## src/hw/rtl/bldcrc_pkg.sv

```systemverilog
// Shared types, constants and functions for the binary log deframer.
// Used by bldcrc_core and binary_log_deframer_crc32; depends on nothing else.
`timescale 1ns / 1ps

package bldcrc_pkg;

	localparam logic [7:0]  SYNC_A     = 8'hAA;
	localparam logic [7:0]  SYNC_B     = 8'h44;
	localparam logic [7:0]  SYNC_C     = 8'h12;
	localparam logic [16:0] HEADER_LEN = 17'd28;
	localparam logic [31:0] CRC_POLY   = 32'hEDB88320;
	localparam logic [16:0] MAX_LEN_RESET = 17'd16380;

	// Header byte offsets.
	localparam logic [16:0] OFF_SYNC_END = 17'd2;
	localparam logic [16:0] OFF_FIRST    = 17'd3;
	localparam logic [16:0] OFF_ID_LO    = 17'd4;
	localparam logic [16:0] OFF_ID_HI    = 17'd5;
	localparam logic [16:0] OFF_FORMAT   = 17'd6;
	localparam logic [16:0] OFF_LEN_LO   = 17'd8;
	localparam logic [16:0] OFF_LEN_HI   = 17'd9;
	localparam logic [16:0] OFF_BODY     = 17'd10;

	localparam logic [15:0] ID_A = 16'd140;
	localparam logic [15:0] ID_B = 16'd41;
	localparam logic [15:0] ID_C = 16'd71;
	localparam logic [15:0] ID_D = 16'd723;

	localparam logic [1:0] FORMAT_BINARY = 2'b00;

	typedef enum logic [2:0] {
		ST_NONE          = 3'd0,
		ST_LEN_ERROR     = 3'd1,
		ST_CRC_ERROR     = 3'd2,
		ST_ASCII_IGNORED = 3'd3,
		ST_GOOD_KNOWN    = 3'd4,
		ST_GOOD_UNKNOWN  = 3'd5
	} status_t;

	typedef struct packed {
		logic [7:0]  byte_value;
		logic [16:0] byte_offset;
		logic        frame_end;
		status_t     status;
		logic [15:0] message_id;
		logic [16:0] message_length;
	} result_t;

	// Reflected CRC-32 update by one byte, eight bit steps.
	function automatic logic [31:0] crc_byte(input logic [31:0] crc, input logic [7:0] b);
		logic [31:0] c;
		c = crc ^ {24'd0, b};
		for (int i = 0; i < 8; i++) begin
			if (c[0]) begin
				c = (c >> 1) ^ CRC_POLY;
			end else begin
				c = c >> 1;
			end
		end
		return c;
	endfunction

	localparam logic [31:0] CRC_AFTER_SYNC =
		crc_byte(crc_byte(crc_byte(32'd0, SYNC_A), SYNC_B), SYNC_C);

	function automatic logic known_id(input logic [15:0] id);
		return (id == ID_A) || (id == ID_B) || (id == ID_C) || (id == ID_D);
	endfunction

endpackage

```

## src/hw/rtl/bldcrc_core.sv

```systemverilog
// Frame state and per-byte decode: sync hunt, header capture, CRC and status.
// Depends on bldcrc_pkg.
`timescale 1ns / 1ps

module bldcrc_core (
	input  logic                clk,
	input  logic                arst_n,
	input  logic                cfg_wr,
	input  logic [16:0]         cfg_data,
	input  logic                step,
	input  logic [7:0]          data_byte,
	output logic                res_valid,
	output bldcrc_pkg::result_t res
);

	logic [16:0] max_len_q;
	logic [15:0] hist_q, hist_n;
	logic [16:0] count_q, count_n;
	logic [16:0] flen_q, flen_n;
	logic [31:0] crc_q, crc_n;
	logic [31:0] rx_q, rx_n;
	logic [15:0] id_q, id_n;
	logic [1:0]  fmt_q, fmt_n;
	logic [16:0] flen_hdr;

	always_comb begin
		hist_n  = hist_q;
		count_n = count_q;
		flen_n  = flen_q;
		crc_n   = crc_q;
		rx_n    = rx_q;
		id_n    = id_q;
		fmt_n   = fmt_q;
		res_valid = 1'b0;
		res.byte_value     = data_byte;
		res.byte_offset    = count_q;
		res.frame_end      = 1'b0;
		res.status         = bldcrc_pkg::ST_NONE;
		res.message_id     = 16'd0;
		res.message_length = 17'd0;
		flen_hdr = {1'b0, data_byte, flen_q[7:0]} + bldcrc_pkg::HEADER_LEN;

		if (count_q == 17'd0) begin
			if (hist_q == {bldcrc_pkg::SYNC_A, bldcrc_pkg::SYNC_B} &&
			    data_byte == bldcrc_pkg::SYNC_C) begin
				hist_n  = 16'd0;
				count_n = bldcrc_pkg::OFF_FIRST;
				crc_n   = bldcrc_pkg::CRC_AFTER_SYNC;
				rx_n    = 32'd0;
				flen_n  = 17'd0;
				id_n    = 16'd0;
				fmt_n   = 2'd0;
				res_valid = 1'b1;
				res.byte_offset = bldcrc_pkg::OFF_SYNC_END;
			end else begin
				hist_n = {hist_q[7:0], data_byte};
			end
		end else begin
			res_valid = 1'b1;
			count_n = count_q + 17'd1;

			if (count_q == bldcrc_pkg::OFF_ID_LO) begin
				id_n = {id_q[15:8], data_byte};
			end else if (count_q == bldcrc_pkg::OFF_ID_HI) begin
				id_n = {data_byte, id_q[7:0]};
			end else if (count_q == bldcrc_pkg::OFF_FORMAT) begin
				fmt_n = data_byte[5:4];
			end else if (count_q == bldcrc_pkg::OFF_LEN_LO) begin
				flen_n = {9'd0, data_byte};
			end

			// Header and body feed the CRC; the four bytes after them are the received CRC.
			if (count_q < bldcrc_pkg::OFF_BODY || count_q < flen_q) begin
				crc_n = bldcrc_pkg::crc_byte(crc_q, data_byte);
			end else begin
				rx_n = {data_byte, rx_q[31:8]};
			end

			if (count_q == bldcrc_pkg::OFF_LEN_HI) begin
				flen_n = flen_hdr;
				if (flen_hdr > max_len_q) begin
					count_n = 17'd0;
					res.frame_end      = 1'b1;
					res.status         = bldcrc_pkg::ST_LEN_ERROR;
					res.message_id     = id_q;
					res.message_length = flen_hdr;
				end
			end else if (count_q >= bldcrc_pkg::OFF_BODY &&
			             ({1'b0, count_q} + 18'd1) >= ({1'b0, flen_q} + 18'd4)) begin
				count_n = 17'd0;
				res.frame_end      = 1'b1;
				res.message_id     = id_q;
				res.message_length = flen_q;
				if (crc_n != rx_n) begin
					res.status = bldcrc_pkg::ST_CRC_ERROR;
				end else if (fmt_q != bldcrc_pkg::FORMAT_BINARY) begin
					res.status = bldcrc_pkg::ST_ASCII_IGNORED;
				end else if (bldcrc_pkg::known_id(id_q)) begin
					res.status = bldcrc_pkg::ST_GOOD_KNOWN;
				end else begin
					res.status = bldcrc_pkg::ST_GOOD_UNKNOWN;
				end
			end
		end
	end

	always_ff @(posedge clk or negedge arst_n) begin
		if (!arst_n) begin
			max_len_q <= bldcrc_pkg::MAX_LEN_RESET;
		end else if (cfg_wr) begin
			max_len_q <= cfg_data;
		end
	end

	always_ff @(posedge clk or negedge arst_n) begin
		if (!arst_n) begin
			hist_q  <= 16'd0;
			count_q <= 17'd0;
			flen_q  <= 17'd0;
			crc_q   <= 32'd0;
			rx_q    <= 32'd0;
			id_q    <= 16'd0;
			fmt_q   <= 2'd0;
		end else if (step) begin
			hist_q  <= hist_n;
			count_q <= count_n;
			flen_q  <= flen_n;
			crc_q   <= crc_n;
			rx_q    <= rx_n;
			id_q    <= id_n;
			fmt_q   <= fmt_n;
		end
	end

endmodule

```

## src/hw/rtl/binary_log_deframer_crc32.sv

```systemverilog
// Binary log deframer with CRC-32 check: stream ports, input and result registers.
// Depends on bldcrc_pkg and bldcrc_core.
// An accepted byte is first held in the input register; its result is then written to the
// result register, from which the output stream presents it.
// Throughput: one byte per cycle unless m_tready stalls the result register; the byte-wide
// CRC update and the offset counter are combinational between the input and result registers.
// Reset clears all frame state, puts the block in sync hunt and loads the length limit 16380.
`timescale 1ns / 1ps

module binary_log_deframer_crc32 (
	input  logic        clk,
	input  logic        arst_n,
	input  logic        s_tvalid,
	output logic        s_tready,
	input  logic [7:0]  s_tdata,   // [7:0] data_byte
	output logic        m_tvalid,
	input  logic        m_tready,
	output logic [63:0] m_tdata,   // [7:0] byte_value, [24:8] byte_offset,
	                               // [40:25] message_id, [57:41] message_length, rest zero
	output logic [3:0]  m_tuser,   // [0] byte_valid, [3:1] status
	output logic        m_tlast,   // frame_end
	input  logic        cfg_valid,
	output logic        cfg_ready,
	input  logic [16:0] cfg_data   // max_frame_len
);

	logic                valid_s1;
	logic [7:0]          data_s1;
	logic                out_valid_q;
	bldcrc_pkg::result_t out_q;
	logic                advance;
	logic                step;
	logic                res_valid;
	bldcrc_pkg::result_t res;

	assign advance   = !out_valid_q || m_tready;
	assign step      = valid_s1 && advance;
	assign s_tready  = !valid_s1 || advance;
	assign cfg_ready = 1'b1;

	bldcrc_core u_core (
		.clk       (clk),
		.arst_n    (arst_n),
		.cfg_wr    (cfg_valid && cfg_ready),
		.cfg_data  (cfg_data),
		.step      (step),
		.data_byte (data_s1),
		.res_valid (res_valid),
		.res       (res)
	);

	always_ff @(posedge clk or negedge arst_n) begin
		if (!arst_n) begin
			valid_s1 <= 1'b0;
		end else if (s_tready) begin
			valid_s1 <= s_tvalid;
		end
	end

	always_ff @(posedge clk) begin
		if (s_tvalid && s_tready) begin
			data_s1 <= s_tdata;
		end
	end

	always_ff @(posedge clk or negedge arst_n) begin
		if (!arst_n) begin
			out_valid_q <= 1'b0;
		end else if (advance) begin
			out_valid_q <= step && res_valid;
		end
	end

	always_ff @(posedge clk) begin
		if (step && res_valid) begin
			out_q <= res;
		end
	end

	assign m_tvalid = out_valid_q;
	assign m_tdata  = {6'd0, out_q.message_length, out_q.message_id,
	                   out_q.byte_offset, out_q.byte_value};
	assign m_tuser  = {out_q.status, 1'b1};
	assign m_tlast  = out_q.frame_end;

	// A length error is only ever raised on the high length byte.
	a_len_err_offset: assert property (@(posedge clk) disable iff (!arst_n)
		m_tvalid && out_q.status == bldcrc_pkg::ST_LEN_ERROR |->
			out_q.byte_offset == bldcrc_pkg::OFF_LEN_HI && out_q.frame_end)
		else $error("length error away from the length field");

	// Bytes inside a frame carry no id or length.
	a_mid_frame_fields: assert property (@(posedge clk) disable iff (!arst_n)
		m_tvalid && !m_tlast |->
			out_q.message_id == 16'd0 && out_q.message_length == 17'd0 &&
			out_q.status == bldcrc_pkg::ST_NONE)
		else $error("header fields on a byte that does not end a frame");

	// With the result register empty the input side must not stall.
	a_no_false_stall: assert property (@(posedge clk) disable iff (!arst_n)
		!out_valid_q |-> s_tready)
		else $error("input stalled with an empty result register");

	// A frame end other than a length error closes a frame of at least the header length plus CRC.
	a_end_offset: assert property (@(posedge clk) disable iff (!arst_n)
		m_tvalid && m_tlast && out_q.status != bldcrc_pkg::ST_LEN_ERROR |->
			out_q.byte_offset >= (bldcrc_pkg::HEADER_LEN + 17'd3))
		else $error("frame ended before header and CRC were complete");

endmodule

```

## config.mk

```make
export PLATFORM = sky130hd
export DESIGN_NAME = binary_log_deframer_crc32
export DESIGN_NICKNAME = d
export VERILOG_FILES = /design/src/hw/rtl/bldcrc_pkg.sv /design/src/hw/rtl/bldcrc_core.sv /design/src/hw/rtl/binary_log_deframer_crc32.sv
export SDC_FILE = /design/constraint.sdc
export NUM_CORES = 1
export LEC_CHECK = 0
export BUFFER_PORTS_ARGS = -buffer_cell sky130_fd_sc_hd__buf_2
export CORE_ASPECT_RATIO = 0.8
export CORE_MARGIN = 2
export CORE_UTILIZATION = 55
export CTS_CLUSTER_SIZE = 16
export DETAILED_ROUTE_END_ITERATION = 10
export PLACE_DENSITY = 0.77
export SLEW_MARGIN = 10
export SYNTH_ARGS = -nofsm -noshare
export SYNTH_HDL_FRONTEND = slang
export SYNTH_SLANG_ARGS = --single-unit
export TNS_END_PERCENT = 1
```

## constraint.sdc

```tcl
create_clock -name clk -period 7.64 [get_ports clk]
set_input_delay 0.764 -clock clk [delete_from_list [all_inputs] [get_ports clk]]
set_output_delay 0.764 -clock clk [all_outputs]
set_load 0.05 [all_outputs]
```

==> impl_metrics.tcl <==
set metrics [dict create \
    critPathTopFamily "compound AO/OA/AOI/OAI gates" \
    cp.required_ps 8080 \
    dpl.cell_count 1478 \
    ir_drop_v 0.000215 \
    fin_setup_tns_ps 0 \
    clock_latency_ps 510 \
    cts_tree "yes" \
    die-area_um2 24000 \
    area_growth_pct 10.3 \
    grt_first_pass_wirelength_um 48800 \
    hpwl_um 22300 \
    grt-ovfl-total 0 \
    port_buffers 93 \
    cp_max_fo 10 \
    post-route-util_pct 61.7 \
    rsz0062_at_grt "false" \
    syn_avg_cell_area_um2 11.0 \
    synth_flop_cell "dfrtp_1" \
    post_cts_resized 0 \
    hold_path.class "in2async" \
    path_cells "inv_1 -> ha_1 -> a21oi_1 -> nand2_1 -> nor2_1 -> nand3_1 -> xor2_1 -> inv_1 -> ha_1 -> a21oi_1 -> nor2b_1 -> o21ai_0 -> nand2b_1 -> and2_1 -> o21ai_0 -> a21oi_2 -> nor2_1 -> a22o_1" \
    drt_first_pass_iters 5 \
    cts_htree_levels 1 \
    final-seq-area_um2 5900 \
    avgViaCountPerCell 5.99 \
    final_common_cell "dfrtp_1" \
    dr_total_vias 9098 \
    p_total_mw 6.58 \
    fin_skew_ps 12.9 \
    whs_ps 273 \
    tightestPinTransition_ps 1200 \
    clock_path_buffers 3 \
    slew_violations 0 \
    cpPeakStageDelay_ps 690 \
    rows 49 \
    drive_above_1_share_pct 15.0 \
    grt_use_total_pct 25.9 \
    max_slew_margin_pct 20.0 \
    synthCells 1138 \
    cts_num_sinks 221 \
    fillers 1794 \
    layout.nets 1285 \
    synth_area_um2 12500 \
    die_width_um 173 \
    grt_pass1_vias 8739 \
    coreArea_um2 22400 \
    async_flop_share_pct 68.3 \
    finalCritPeriodShare_pct 59.8 \
    grt_max_degree 83 \
    critical_path_class "reg2reg" \
    multi_input_area_um2 6100 \
    wirelength_um 31300 \
    initial_core_util_pct 55.9 \
    end_kind "flop" \
    ys_types 73 \
    drt_iter0_markers 924 \
    synth-edff-count 70 \
    power_density_nw_per_um2 477 \
    slowest_stage "nor2_1" \
    final_cells 1519 \
    drc 0 \
    path_clk_slew_ps 60 \
    io_pins 102 \
    arrival_ps 5010 \
    cap_violations 0 \
    hold_buffers 0 \
    worstReg2RegStart "u_core.flen_q[2]" \
    max_freq_mhz 219 \
    clockRootBuffer "clkbuf_16" \
    antenna_cells 0 \
    postCtsSetupRepairBufs 0 \
    finalHoldViolations 0 \
    gp_congestion 0.977 \
    cts_made_buffers 23 \
    status "finished, final reports clean" \
    fin_crit_ps 4570 \
    synth_largest_area_cell "dfrtp_1" \
    synth_area_leaders "dfrtp_1, edfxtp_1, xnor2_1, ha_1, a22o_1" \
    yosysWarnings 0 \
    startpoint_type "flop" \
    wl_per_cell_um 20.6 \
    cp_num_buf_inv 2 \
    crit_path_start "u_core.flen_q[2]" \
    synth_seq_cells 221 \
    ant_nets 0 \
    die_h_um 139 \
    yosys.area.top_type_share_pct 27.8 \
    mostFrequentLayoutCells "dfrtp_1, buf_2, nand2_1" \
    setup_viol 0 \
    cellLeakagePower_nw 6.02 \
    antenna_found_initial 0 \
    yosysSeqAreaShare_pct 47.1 \
]
metrics by stage:
| step | instance area (µm²) | setup slack [ps] |
|---|---|---|
| global route | 13800 | 2740 |
| detailed placement | 13100 | 3200 |
| floorplan | 12500 | 3870 |
| global placement | 13100 | 3300 |
| finish | 13800 | 3070 |
| CTS | 13800 | 3180 |
power breakdown:
part | switching, mW | internal [mW] | total, mW
Sequential | 0.333 | 1.61 | 1.94
Clock | 0.454 | 0.571 | 1.03
Combinational | 2.11 | 1.51 | 3.61
Total | 2.89 | 3.68 | 6.58
worst register-to-register path: cells and delay by family (launching register included):
family          cells  cell delay (ps)
xor+xnor            1              270
compound gates      6             1450
flops               1              480
buf+inv             2              270
fa+ha+maj           2              600
simple gates        7             1430
worst paths after layout:
check | slack [ps] | depth (start not counted) | end
worst max-delay path | 3070 | 18 | u_core.count_q[15]
worst min register to register | 460 | 0 | m_tdata[1]
max in group asynchronous | 6010 | 2 | u_core.rx_q[21]
worst max register to register | 3070 | 18 | u_core.count_q[15]
worst min-delay path | 270 | 1 | u_core.max_len_q[1]
min in group clk | 430 | 1 | data_s1[7]
cells by family (layout without fill, tap and decap cells):
| logic type | count (synthesis) | in the layout | share of synthesized area [%] |
|---|---|---|---|
| DFF | 221 | 221 | 47.1 |
| adders and majority gates | 58 | 58 | 5.80 |
| muxes | 16 | 16 | 1.40 |
| and+or+nand+nor | 284 | 284 | 11.5 |
| AOI/OAI and AO/OA | 254 | 254 | 14.1 |
| other | 2 | 8 | 0.0600 |
| buffers and inverters | 130 | 199 | 4.35 |
| xor gates and xnor gates | 173 | 173 | 15.6 |
cell usage after synthesis (10+ instances only):
cell and n:
a21oi_1 29, a22o_1 66, a2bb2oi_1 15, and2_1 22, buf_4 10, clkbuf_1 53, dfrtp_1 139, dfstp_2 12
edfxtp_1 70, ha_1 58, inv_1 53, mux2_2 12, nand2_1 91, nand3_1 27, nand4_1 15, nor2_1 49
nor3_1 12, nor4_1 15, o21ai_0 71, o22ai_1 13, xnor2_1 89, xnor3_1 14, xor2_1 53
registers in the layout (all words and copies together) (netlist names):
register	cells
u_core.hist_q	16
m_tdata	58
valid_s1	1
u_core.crc_q	32
u_core.rx_q	32
m_tlast	1
m_tuser	3
data_s1	8
u_core.max_len_q	17
m_tvalid	1
u_core.fmt_q	2
u_core.flen_q	17
u_core.id_q	16
u_core.count_q	17
per-layer routing:
layer	part of all wire (%)	vias up	global-route usage, %
met3	9.9	52	6.22
li1	-	4181	-
met1	46	4430	40.1
met5	0	-	0.198
met4	2.5	0	6.66
met2	41	435	36.3
cell type report:
class                   count  share of cell area (%)
repair buffers            102                    3.91
inverters                  56                    1.52
well taps                 306                    2.77
flip-flops and latches    221                    42.7
clock inverters            10                   0.354
multi-input cells         793                    44.2
clock buffers              31                    4.53
No activity file was read; power rests on OpenSTA's default activity.
